## config.mk

```make
export PLATFORM = sky130hd
export DESIGN_NAME = cma_ram
export DESIGN_NICKNAME = d
export VERILOG_FILES = /design/src/hdl/cma_ram.sv
export SDC_FILE = /design/constraint.sdc
export NUM_CORES = 1
export LEC_CHECK = 0
export ABC_CLOCK_PERIOD_IN_PS = 3800
export BUFFER_PORTS_ARGS = -buffer_cell sky130_fd_sc_hd__buf_2
export CAP_MARGIN = 20
export CELL_PAD_IN_SITES_DETAIL_PLACEMENT = 0
export CELL_PAD_IN_SITES_GLOBAL_PLACEMENT = 1
export CORE_AREA = 4 4 326 328
export DETAILED_ROUTE_END_ITERATION = 10
export DIE_AREA = 0 0 330 332
export GPL_TIMING_DRIVEN = 0
export PLACE_DENSITY = 0.59
export SLEW_MARGIN = 10
export SYNTH_ARGS = -nofsm -noshare
export SYNTH_HDL_FRONTEND = slang
export SYNTH_SLANG_ARGS = --single-unit
```

## constraint.sdc

```tcl
create_clock -name clk -period 3.8 [get_ports clk]
set_clock_uncertainty 0.1 [all_clocks]
set_input_delay 0.76 -clock clk [delete_from_list [all_inputs] [get_ports clk]]
set_output_delay 0.76 -clock clk [all_outputs]
set_load 0.05 [all_outputs]
```

## src/hdl/cma_ram.sv

```systemverilog
module cma_ram #(
	parameter int WIDTH = 16,
	parameter int DEPTH = 64
) (
	input  logic                     clk,
	input  logic                     we,
	input  logic [$clog2(DEPTH)-1:0] waddr,
	input  logic [WIDTH-1:0]         wdata,
	input  logic [$clog2(DEPTH)-1:0] raddr,
	output logic [WIDTH-1:0]         rdata
);

	logic [WIDTH-1:0] mem [DEPTH];

	always_ff @(posedge clk) begin
		if (we) begin
			mem[waddr] <= wdata;
		end
		rdata <= mem[raddr];
	end

endmodule

```

==> flow_metrics.tcl, run 1 <==
set metrics [dict create \
    die_w_um 330 \
    dieArea_um2 110000 \
    cts_tree "done" \
    routed_via_density 5.61 \
    placed_area_um2 43200 \
    fp-row-count 118 \
    drv_slew 0 \
    rsz0062_at_grt "no" \
    gr-total-overflow 0 \
    netlist_instances 1829 \
    wl_per_cell_um 30.7 \
    cp_data_arrival_time_ns 3.69 \
    power.leakage_nw 14.7 \
    crit_required_ns 4.20 \
    route.detailed.drc 0 \
    seq_area_frac_synth_pct 77.6 \
    antenna_found_initial 3 \
    slew_headroom_pct 22.8 \
    power_density_nw_per_um2 519 \
    start_util_pct 38.8 \
    clk_pin_slew_ns 0.06 \
    postCtsSetupBuffers 0 \
    vias 19731 \
    cts_sinks 1040 \
    min_period_ns 3.30 \
    syn_nets 1859 \
    io_pins 46 \
    ant_nets 0 \
    fmax_mhz 303 \
    hp-class "in -> reg" \
    synthDistinctLibCells 43 \
    crit_path_max_fanout 10 \
    cts_max_path_buffers 3 \
    cts-root-buf "clkbuf_16" \
    drt_pre_antenna_iters 5 \
    port_buffers 38 \
    syn_area_per_cell_um2 21.9 \
    finalSetupViolations 0 \
    place_hpwl_um 72600 \
    cts_resized 0 \
    gp_congestion 0.850 \
    outcome "finished, final reports clean" \
    crit_path_end_kind "flop" \
    yosysWarnings 0 \
    wl_um 108000 \
    rrSetupSlack_ns 1.13 \
    fillCellCount 8634 \
    nets 2075 \
    setup_tns_ns 0 \
    whs_ns 0.466 \
    htreeDepth 3 \
    track_usage_pct 19.7 \
    cts_buffers 106 \
    ys_seq_elements 1040 \
    grt_pass1_vias 19839 \
    drt_iter0_drc 2204 \
    cp-start-kind "input port" \
    clock_latency_ns 0.68 \
    grt_max_degree 65 \
    drv_cap 0 \
    area_growth_pct 16.5 \
    power_mw 24.2 \
    dieHeight_um 332 \
    fp.coreArea_um2 103000 \
    syn_area_um2 40000 \
    crit_type "in -> reg" \
    drive_gt1_share_pct 30.4 \
    hold_buffers 0 \
    worst_ir_drop_vdd_mv 0.365 \
    finish.instance_area_um2 46600 \
    hold_viol_final 0 \
    min_period_over_period_pct 86.7 \
    grt_first_pass_wirelength_um 151000 \
    worst_pin_slew_ns 1.15 \
]
-- logic make-up (layout without fill, tap and decap cells) --
kind of cell,after synthesis,after routing,share of synthesized area (%)
flip-flops,1040,1040,77.6
multiplexers,336,336,15.5
AND/OR/NAND/NOR,220,220,2.65
other,0,5,0
buffers and inverters,104,406,1.83
AO/OA/AOI/OAI,129,129,2.41
-- power breakdown --
group,switching (mW),internal (mW)
registers,0.0217,12.7
clock network,4.25,5.83
logic,0.958,0.460
total,5.23,19.0
-- layer usage --
layer  up-vias  global-route usage [%]  routed length (um)
met4         2                    5.66                3050
met3       151                    2.86                6920
met1     10689                    28.7               46900
met5         -                       0                  13
li1       8140                       -                   -
met2       749                    30.9               51200
-- worst max-delay path, cell delays in order --
cell	delay [ns]
buf_2	0.32
buf_4	0.26
buf_2	0.43
buf_2	0.49
a211oi_1	0.21
a221oi_1	0.44
a221oi_1	0.24
a311oi_1	0.51
-- final cells by class --
cell class	count	area, um2	share of cell area [%]
Clock buffer	135	2860	6.12
Timing Repair Buffer	108	1320	2.82
Antenna cell	5	12.5	0.0268
Sequential cell	1040	31100	66.6
Tap cell	1380	1730	3.70
Multi-Input combinational cell	685	8400	18.0
Clock inverter	59	517	1.11
Buffer	104	733	1.57
-- cells in the final DEF (no fill, tap or decap), types with 26 or more instances in the layout --
master and count:
edfxtp_1 1024, mux4_2 220, clkbuf_16 109, mux2i_1 85, buf_2 65, nor2_2 64, nand2_1 59, buf_8 55
clkbuf_1 47, a22oi_1 39, nor2b_1 30, mux2_2 27, clkinv_1 26
-- stage by stage --
stage / utilization (%) / cells / setup slack, ns
2_1_floorplan: - / 1829 / 0.905
3_3_place_gp: 40.7 / 3247 / -0.700
3_5_place_dp: 41.9 / 3317 / -0.112
4_1_cts: 45.2 / 3511 / 0.607
5_1_grt: 45.2 / 3511 / 0.567
6_report: 45.2 / 3516 / 0.504
-- final timing paths --
| path | depth (start not counted) | from | endpoint |
|---|---|---|---|
| worst max-delay path | 8 | raddr[2] | rdata[15]$_DFF_P_ |
| worst max register to register | 5 | mem[5][13]$_DFFE_PP_ | rdata[13]$_DFF_P_ |
| worst min-delay path | 1 | wdata[2] | mem[12][2]$_DFFE_PP_ |
| worst min register to register | 3 | mem[32][11]$_DFFE_PP_ | rdata[11]$_DFF_P_ |
-- flip-flops by register name, summed over array words and instances, names as in the netlist --
signal	count
rdata	16
mem	1024
-- synth_stat cells, drive strengths merged --
cell type | count | share of area [%]
or3b | 1 | 0.022
nor2 | 74 | 0.71
or3 | 1 | 0.016
a22o | 6 | 0.13
buf | 77 | 1.6
nand2b | 3 | 0.047
o21ai | 8 | 0.10
nor2b | 30 | 0.47
a41oi | 5 | 0.11
dfxtp | 16 | 0.80
nand4 | 12 | 0.19
nand3b | 2 | 0.037
edfxtp | 1024 | 77
a211o | 8 | 0.17
and2 | 2 | 0.031
mux2i | 85 | 2.1
a221oi | 16 | 0.35
nand4b | 1 | 0.022
clkbuf | 27 | 0.27
a22oi | 39 | 0.73
mux2 | 27 | 0.76
nand2 | 60 | 0.58
a311oi | 8 | 0.17
nor4 | 3 | 0.094
nand3 | 24 | 0.30
a221o | 6 | 0.15
nor3 | 2 | 0.025
a211oi | 8 | 0.15
and4 | 5 | 0.11
a21oi | 17 | 0.21
a31oi | 8 | 0.12
mux4 | 224 | 13
(Power assumes the default switching activity.)
==> inputs of run 2 (changes only) <==
--- a/config.mk
+++ b/config.mk
@@ -10,11 +10,12 @@
 export CAP_MARGIN = 20
 export CELL_PAD_IN_SITES_DETAIL_PLACEMENT = 0
 export CELL_PAD_IN_SITES_GLOBAL_PLACEMENT = 1
-export CORE_AREA = 4 4 326 328
+export CORE_AREA = 4 4 273 275
 export DETAILED_ROUTE_END_ITERATION = 10
-export DIE_AREA = 0 0 330 332
+export DIE_AREA = 0 0 277 279
 export GPL_TIMING_DRIVEN = 0
-export PLACE_DENSITY = 0.59
+export PLACE_DENSITY = 0.79
+export SKIP_CTS_REPAIR_TIMING = 1
 export SLEW_MARGIN = 10
 export SYNTH_ARGS = -nofsm -noshare
 export SYNTH_HDL_FRONTEND = slang
==> run 2 against run 1 <==
- cell count is 12% lower
- clock-buffer cell count is 2 lower
- hold slack worse by 0.046 ns
- flip-flop and latch count stayed put
- first-iteration DRC count is 20% higher
- utilization is 18 points higher
- critical path depth stayed put
- combinational power hardly changed
- sequential share of layout area is 0.87 points higher
- global-route usage is 6.5 points higher
- setup slack better by 0.16 ns
- critical path type unchanged
- largest cell class unchanged
- highest routed layer is now met4
==> flow_metrics.tcl, run 2 (synthesis results as in run 1) <==
set metrics [dict create \
    outcome "finished, final reports clean" \
    wl_per_cell_um 32.7 \
    placed_area_um2 42700 \
    cp_data_arrival_time_ns 3.53 \
    fmax_mhz 319 \
    drive_gt1_share_pct 30.7 \
    cpMostUsedCell "buf_2" \
    nets 2071 \
    place_hpwl_um 68600 \
    cp-start-kind "input port" \
    fp-row-count 99 \
    critical-path-top-delay-family "buffers and inverters" \
    grt_pass1_vias 20019 \
    grt_max_degree 65 \
    cts_max_path_buffers 3 \
    regMostFlops "mem" \
    area_growth_pct 15.0 \
    dpl_worst_slack_ns 0.103 \
    track_usage_pct 26.2 \
    drt_pre_antenna_iters 5 \
    setup_ws_ns 0.663 \
    crit_path_end_kind "flop" \
    hp-class "in -> reg" \
    start_util_pct 55.4 \
    fillCellCount 4831 \
    io_pins 46 \
    whs_ns 0.420 \
    cts_buffers 100 \
    drv_slew 0 \
    finish.utilization_pct 63.6 \
    route.detailed.drc 0 \
    largest_reg_flops 1024 \
    ant_nets 0 \
    clk_pin_slew_ns 0.06 \
    worst_pin_slew_ns 1.02 \
    power_density_nw_per_um2 524 \
    fin_cells 3079 \
    hold_viol_final 0 \
    grt_first_pass_wirelength_um 144000 \
    worst_ir_drop_vdd_mv 0.414 \
    crit_path_max_fanout 10 \
    fp.coreArea_um2 72300 \
    cp_num_buf_inv 4 \
    cts-root-buf "clkbuf_16" \
    vias 19877 \
    finish.instance_area_um2 46000 \
    drt_iter0_drc 2638 \
    final_common_cell "edfxtp_1" \
    cts_sinks 1040 \
    critPathMaxStageDelay_ns 0.60 \
    gp_congestion 0.895 \
    setup_tns_ns 0 \
    dieArea_um2 77300 \
    final_cell_mix "edfxtp_1 (1024), mux4_2 (220), clkbuf_16 (106)" \
    clock_latency_ns 0.65 \
    crit_path_top_delay_cell "a31oi_1" \
    power_mw 24.1 \
    post-place-cells 2898 \
    crit_type "in -> reg" \
    cts_tree "done" \
    routed_via_density 6.46 \
    dieHeight_um 279 \
    slew_headroom_pct 31.5 \
    die_w_um 277 \
    gr-total-overflow 0 \
    htreeDepth 3 \
    finalSetupViolations 0 \
    wl_um 101000 \
    port_buffers 38 \
    crit_chain "buf_2 -> buf_2 -> buf_2 -> buf_2 -> mux2i_1 -> nand3_1 -> a31oi_1 -> a311oi_1" \
    power.leakage_nw 14.7 \
    rsz0062_at_grt "no" \
    largest_registers "mem (1024), rdata (16)" \
    min_period_ns 3.14 \
    drv_cap 0 \
    min_period_over_period_pct 82.6 \
    crit_required_ns 4.19 \
    antenna_found_initial 1 \
]
==> run 2: per-layer routing <==
metal	GRT usage, %	share of wire (%)	up-vias
met2	41.1	48	1139
met3	5.15	10	180
met1	37.4	38	10446
li1	-	-	8112
met5	0	0	-
met4	9.55	3.9	0
==> run 2: worst paths after layout <==
kind	start	to	slack, ns	cells after the start
min	wdata[5]	mem[5][5]$_DFFE_PP_	0.42	1
min reg2reg	mem[44][0]$_DFFE_PP_	rdata[0]$_DFF_P_	0.85	4
max reg2reg	mem[4][13]$_DFFE_PP_	rdata[13]$_DFF_P_	1.28	5
max	raddr[2]	rdata[1]$_DFF_P_	0.66	8
==> run 2: worst reg2reg max path, cell delays in order (launching register included) <==
cell and delay (ns):
edfxtp_1 0.37, mux4_2 0.53, mux2i_1 0.38, a22oi_1 0.12, a31oi_1 0.64, a311oi_1 0.20
==> run 2: cell type report <==
type / instances / area [um2] / area share, %
sequential: 1040 / 31100 / 67.5
antenna: 3 / 7.51 / 0.0163
timing repair buffer: 110 / 1330 / 2.88
clock inverter: 45 / 442 / 0.959
multi-input combinational: 685 / 8400 / 18.3
buffer: 104 / 733 / 1.59
clock buffer: 133 / 2850 / 6.20
tap: 959 / 1200 / 2.61
==> run 2: power by group <==
group	switching, mW	total (mW)	leakage (nW)	internal, mW
clock	4.13	9.98	1.62	5.85
combinational	0.925	1.40	3.70	0.477
sequential	0.0238	12.7	9.35	12.7
