--- config.mk ---
export PLATFORM = sky130hd
export DESIGN_NAME = cma_divider
export DESIGN_NICKNAME = d
export VERILOG_FILES = /design/src/hdl/cma_pkg.sv /design/src/hdl/cma_divider.sv
export SDC_FILE = /design/constraint.sdc
export NUM_CORES = 2
export LEC_CHECK = 0
export ABC_CLOCK_PERIOD_IN_PS = 13000
export BUFFER_PORTS_ARGS = -buffer_cell sky130_fd_sc_hd__buf_2
export CORE_MARGIN = 2
export CORE_UTILIZATION = 35
export DETAILED_ROUTE_END_ITERATION = 6
export GPL_ROUTABILITY_DRIVEN = 0
export HOLD_SLACK_MARGIN = 0.08
export RECOVER_POWER = 100
export SLEW_MARGIN = 10
export SYNTH_ARGS = -nofsm -noshare
export SYNTH_HDL_FRONTEND = slang
export SYNTH_SLANG_ARGS = --single-unit
--- constraint.sdc ---
create_clock -name clk -period 13 [get_ports clk]
set_input_delay 0.65 -clock clk [delete_from_list [all_inputs] [get_ports clk]]
set_output_delay 0.65 -clock clk [all_outputs]
set_load 0.03 [all_outputs]
--- src/hdl/cma_pkg.sv ---
package cma_pkg;

	localparam int SAMPLE_BITS = 16;
	localparam int MAX_MARGIN = 31;
	localparam int STORE_DEPTH = 64;
	localparam int ADDR_W = $clog2(STORE_DEPTH);
	localparam int MARGIN_W = 5;
	localparam int MARGIN_CAP_INT = (MAX_MARGIN < (STORE_DEPTH - 1) / 2) ?
		MAX_MARGIN : (STORE_DEPTH - 1) / 2;
	localparam logic [MARGIN_W-1:0] MARGIN_CAP = MARGIN_W'(MARGIN_CAP_INT);
	localparam logic [MARGIN_W-1:0] MARGIN_RESET = MARGIN_W'(1);
	localparam int SUM_W = 22;
	localparam int FRAC_BITS = 8;
	localparam int NUM_W = SUM_W + FRAC_BITS;
	localparam int CNT_W = 6;
	localparam int PEND_W = 6;
	localparam int AVG_W = 24;
	localparam int RECIP_W = 32;
	localparam int PROD_W = NUM_W + RECIP_W;

	// floor((2^32 - 1) / d), entry 0 unused
	localparam logic [RECIP_W-1:0] RECIP_TABLE [64] = '{
		32'd0,
		32'hFFFF_FFFF / 32'd1,  32'hFFFF_FFFF / 32'd2,  32'hFFFF_FFFF / 32'd3,
		32'hFFFF_FFFF / 32'd4,  32'hFFFF_FFFF / 32'd5,  32'hFFFF_FFFF / 32'd6,
		32'hFFFF_FFFF / 32'd7,  32'hFFFF_FFFF / 32'd8,  32'hFFFF_FFFF / 32'd9,
		32'hFFFF_FFFF / 32'd10, 32'hFFFF_FFFF / 32'd11, 32'hFFFF_FFFF / 32'd12,
		32'hFFFF_FFFF / 32'd13, 32'hFFFF_FFFF / 32'd14, 32'hFFFF_FFFF / 32'd15,
		32'hFFFF_FFFF / 32'd16, 32'hFFFF_FFFF / 32'd17, 32'hFFFF_FFFF / 32'd18,
		32'hFFFF_FFFF / 32'd19, 32'hFFFF_FFFF / 32'd20, 32'hFFFF_FFFF / 32'd21,
		32'hFFFF_FFFF / 32'd22, 32'hFFFF_FFFF / 32'd23, 32'hFFFF_FFFF / 32'd24,
		32'hFFFF_FFFF / 32'd25, 32'hFFFF_FFFF / 32'd26, 32'hFFFF_FFFF / 32'd27,
		32'hFFFF_FFFF / 32'd28, 32'hFFFF_FFFF / 32'd29, 32'hFFFF_FFFF / 32'd30,
		32'hFFFF_FFFF / 32'd31, 32'hFFFF_FFFF / 32'd32, 32'hFFFF_FFFF / 32'd33,
		32'hFFFF_FFFF / 32'd34, 32'hFFFF_FFFF / 32'd35, 32'hFFFF_FFFF / 32'd36,
		32'hFFFF_FFFF / 32'd37, 32'hFFFF_FFFF / 32'd38, 32'hFFFF_FFFF / 32'd39,
		32'hFFFF_FFFF / 32'd40, 32'hFFFF_FFFF / 32'd41, 32'hFFFF_FFFF / 32'd42,
		32'hFFFF_FFFF / 32'd43, 32'hFFFF_FFFF / 32'd44, 32'hFFFF_FFFF / 32'd45,
		32'hFFFF_FFFF / 32'd46, 32'hFFFF_FFFF / 32'd47, 32'hFFFF_FFFF / 32'd48,
		32'hFFFF_FFFF / 32'd49, 32'hFFFF_FFFF / 32'd50, 32'hFFFF_FFFF / 32'd51,
		32'hFFFF_FFFF / 32'd52, 32'hFFFF_FFFF / 32'd53, 32'hFFFF_FFFF / 32'd54,
		32'hFFFF_FFFF / 32'd55, 32'hFFFF_FFFF / 32'd56, 32'hFFFF_FFFF / 32'd57,
		32'hFFFF_FFFF / 32'd58, 32'hFFFF_FFFF / 32'd59, 32'hFFFF_FFFF / 32'd60,
		32'hFFFF_FFFF / 32'd61, 32'hFFFF_FFFF / 32'd62, 32'hFFFF_FFFF / 32'd63
	};

	typedef enum logic {
		ST_IDLE,
		ST_EMIT
	} state_t;

	typedef struct packed {
		logic             valid;
		logic [NUM_W-1:0] num;
		logic [CNT_W-1:0] count;
		logic             last;
	} div_req_t;

endpackage

--- src/hdl/cma_divider.sv ---
module cma_divider (
	input  logic                      clk,
	input  logic                      arst_n,
	input  cma_pkg::div_req_t         req,
	output logic                      advance,
	output logic                      m_tvalid,
	input  logic                      m_tready,
	output logic [cma_pkg::AVG_W-1:0] m_tdata,  // average
	output logic                      m_tlast
);
	import cma_pkg::*;

	logic                v_s1, v_s2;
	logic [NUM_W-1:0]    num_s1, num_s2;
	logic [CNT_W-1:0]    cnt_s1, cnt_s2;
	logic                last_s1, last_s2;
	logic [NUM_W-1:0]    q0_s2;
	logic [PROD_W-1:0]   prod;
	logic [NUM_W+CNT_W-1:0] back;
	logic [NUM_W+CNT_W-1:0] rem;
	logic [NUM_W-1:0]    quot;
	logic                out_valid_q;
	logic [AVG_W-1:0]    avg_q;
	logic                last_q;

	assign advance = !out_valid_q || m_tready;

	// quotient estimate is exact or one low
	assign prod = PROD_W'(num_s1) * PROD_W'(RECIP_TABLE[cnt_s1]);
	assign back = (NUM_W+CNT_W)'(q0_s2) * (NUM_W+CNT_W)'(cnt_s2);
	assign rem  = (NUM_W+CNT_W)'(num_s2) - back;
	assign quot = (rem >= (NUM_W+CNT_W)'(cnt_s2)) ? q0_s2 + NUM_W'(1) : q0_s2;

	always_ff @(posedge clk or negedge arst_n) begin
		if (!arst_n) begin
			v_s1        <= 1'b0;
			v_s2        <= 1'b0;
			out_valid_q <= 1'b0;
		end else if (advance) begin
			v_s1        <= req.valid;
			v_s2        <= v_s1;
			out_valid_q <= v_s2;
		end
	end

	always_ff @(posedge clk) begin
		if (advance) begin
			num_s1  <= req.num;
			cnt_s1  <= req.count;
			last_s1 <= req.last;
			q0_s2   <= prod[PROD_W-1:RECIP_W];
			num_s2  <= num_s1;
			cnt_s2  <= cnt_s1;
			last_s2 <= last_s1;
			avg_q   <= quot[AVG_W-1:0];
			last_q  <= last_s2;
		end
	end

	assign m_tvalid = out_valid_q;
	assign m_tdata  = avg_q;
	assign m_tlast  = last_q;

endmodule

==> impl_metrics.yaml <==
outcome:
  outcome: "finished with violations"
  failed_checks: "design-rule violations, max-capacitance violations, max-slew violations"
floorplan:
  placeableCoreArea_um2: 126000
  dieWidth_um: 359
  site_rows: 130
  die_y_um: 359
  die_area_um2: 129000
  floorplan.initialDensity: 0.352
  ios: 68
sta:
  max_clock_freq_ghz: 0.0826
  worst_pin_slew_ns: 3.16
  slew_headroom: -1.11
  fraction_of_the_cycle_the_final_worst_path_needs: 0.931
  timing.clock.skew_ns: 0.0203
  whs_ns: 0.345
  totalNegativeSetupSlack_ns: 0
  slew_viol_final: 1105
  rsz_0062_raised_after_global_routing: "no"
  setup_viol: 0
  final.setup.worst_slack_ns: 0.901
  finalHoldViolCount: 0
  final.min_clock_period_ns: 12.10
grt:
  largest_net_degree_at_the_start_of_global_routing: 96
  track_usage: 0.207
  grt_remaining_overflow: 0
  grt_pass1_wl_mm: 207
  antenna_found_initial: 9
  first_global_vias: 35300
layout:
  fillCellCount: 12700
  drive_above_1_share: 0.0356
  final-seq-area_um2: 3950
  syn2layout_area_growth_pct: 5.47
  total_area_of_multi_input_combinational_cells_um2: 35400
  layout.nets: 6077
yosys:
  synth_edf_count: 129
  average_instance_area_after_synthesis_um2: 9.09
  synth-warning-count: 0
  synth_nets: 6201
  synth_area_leaders: "sky130_fd_sc_hd__fa_1 (44%), sky130_fd_sc_hd__ha_1 (9.1%), sky130_fd_sc_hd__edfxtp_1 (8.8%)"
  summed_instance_area_of_the_synthesized_netlist_um2: 44200
  synth.yosys.seq_area_share: 0.0893
  synth_flop_cell: "sky130_fd_sc_hd__edfxtp_1"
  async_reset_ff_frac: 0.0227
  yosys.cell_count.top_type: "sky130_fd_sc_hd__inv_1"
  postSynthCellCount: 4864
  ffs_latches_synth: 132
  yosys_top_cell_area_share: 0.441
  synthDistinctLibCells: 88
  synth_largest_area_cell: "sky130_fd_sc_hd__fa_1"
  ys_top_cells_by_count: "sky130_fd_sc_hd__inv_1 (1024), sky130_fd_sc_hd__fa_1 (974), sky130_fd_sc_hd__nand2_1 (671)"
clocking:
  cts.htree.levels: 4
  path_clk_slew_ns: 0.08
  cts-root-buf: "sky130_fd_sc_hd__clkbuf_16"
  clock_insertion_delay_worst_skew_ns: 0.48
  cts_post_setup_buffers_inserted: 0
  clock_tree.buffer_depth: 2
  tritoncts: "done"
  cts_num_sinks: 132
  tritoncts.num_buffers: 17
critical_path:
  cp_slowest_stage_delay_ns: 0.96
  largest_fanout_on_the_critical_path: 21
  worstPathRequired_ns: 13.20
  crit_slowest_cell: "sky130_fd_sc_hd__a41oi_4"
  timing.critical_path.to_type: "flop"
  cp_most_frequent_cell: "sky130_fd_sc_hd__fa_1"
  path_class: "flop to flop"
  critical_path_arrival_ns: 12.30
  crit_path_start_kind: "flop"
drt:
  drtPass1Iterations: 7
  postRouteAntennaNets: 0
  vias_per_cell: 5.17
  drt_drc_violations_left: 4
  wire_length_after_detailed_routing_mm: 131
  num_vias: 33100
  dr.first_iter.drc_count: 2840
  avgRoutedWirePerCell_um: 20.5
min_path:
  hold_path.class: "primary input to flop"
placed_design:
  placement.io_buffers: 67
  dp_hpwl_mm: 95.3
  dp_worst_setup_slack_ns: 1.54
flow_run:
  max_cap_viol_count: 32
[metal layers]
layer | part of all wire | GRT usage
met5 | 0.00022 | 0
met4 | 0.035 | 0.0693
met3 | 0.082 | 0.0355
met2 | 0.47 | 0.338
met1 | 0.42 | 0.278
[flip-flops by register name (all words and copies together), names as in the netlist]
name	flops
v_s2	1
last_s1	1
m_tvalid	1
m_tdata	24
last_s2	1
cnt_s2	6
cnt_s1	6
q0_s2	30
m_tlast	1
num_s1	30
v_s1	1
num_s2	30
[placed cells by master (no fill, tap or decap), drive strengths merged, types with 12 or more instances in the layout]
cell type	count
inv	1033
fa	974
nand2	671
and2	590
ha	322
a21oi	140
edfxtp	129
nor2	97
o21ai	93
clkbuf	85
buf	79
xnor2	62
a21o	40
nand3	37
nor3	35
and3	30
nand2b	29
nand4	27
a31oi	23
a211oi	20
o211ai	17
xor2	17
nor2b	13
mux2i	12
o21bai	12
[kinds of logic after synthesis]
family                   synth area share
multiplexers                      0.00552
buffers and inverters               0.112
flip-flops                         0.0893
XOR/XNOR                           0.0156
AO/OA/AOI/OAI                      0.0669
adder cells (fa/ha/maj)             0.532
AND/OR/NAND/NOR                     0.178
[final cells by class]
class                           instances  area share
Multi-Input combinational cell       3418       0.760
Sequential cell                       132      0.0847
Inverter                             1024      0.0824
Tap cell                             1650      0.0443
Timing Repair Buffer                  147      0.0167
Clock buffer                           18     0.00920
Clock inverter                         14     0.00292
Antenna cell                            2    0.000107
[per-stage QoR]
step | cells | util | instance area [µm²]
3_3_place_gp | 6369 | 0.368 | 46200
3_5_place_dp | 6369 | 0.368 | 46200
6_report | 6405 | 0.371 | 46600
5_1_grt | 6405 | 0.371 | 46600
2_1_floorplan | 4864 | - | 44200
4_1_cts | 6402 | 0.373 | 46800
[worst paths after layout]
check / endpoint / slack, ns / start / cells past startpoint
min: num_s1[29] / 0.34 / req[36] / 1
max in group asynchronous: m_tvalid / 12.32 / arst_n / 2
max: q0_s2[21] / 0.90 / cnt_s1[1] / 33
max reg2reg: q0_s2[21] / 0.90 / cnt_s1[1] / 33
min in group asynchronous: v_s2 / 0.52 / arst_n / 2
min reg2reg: m_tlast / 0.42 / last_s2 / 0
[what timing repair did]
| action | CTS | global route |
|---|---|---|
| setup endpoints to repair | 0 | 0 |
| hold buffers | 1 | 0 |
| hold endpoints to repair | 3 | 0 |
| gates resized for setup | 0 | 0 |
[worst max-delay path: cells and delay by family, from the launching register on]
kind                       cells  cell delay (ns)
xor gates and xnor gates       1             0.14
adders and majority gates     10             4.90
AOI/OAI and AO/OA             13             4.06
and+or+nand+nor                3             0.73
DFF                            1             0.81
buffers and inverters          6             1.13
Power is not shown: default switching activity piles up to over one toggle a cycle in this logic, so the estimate is an artifact.
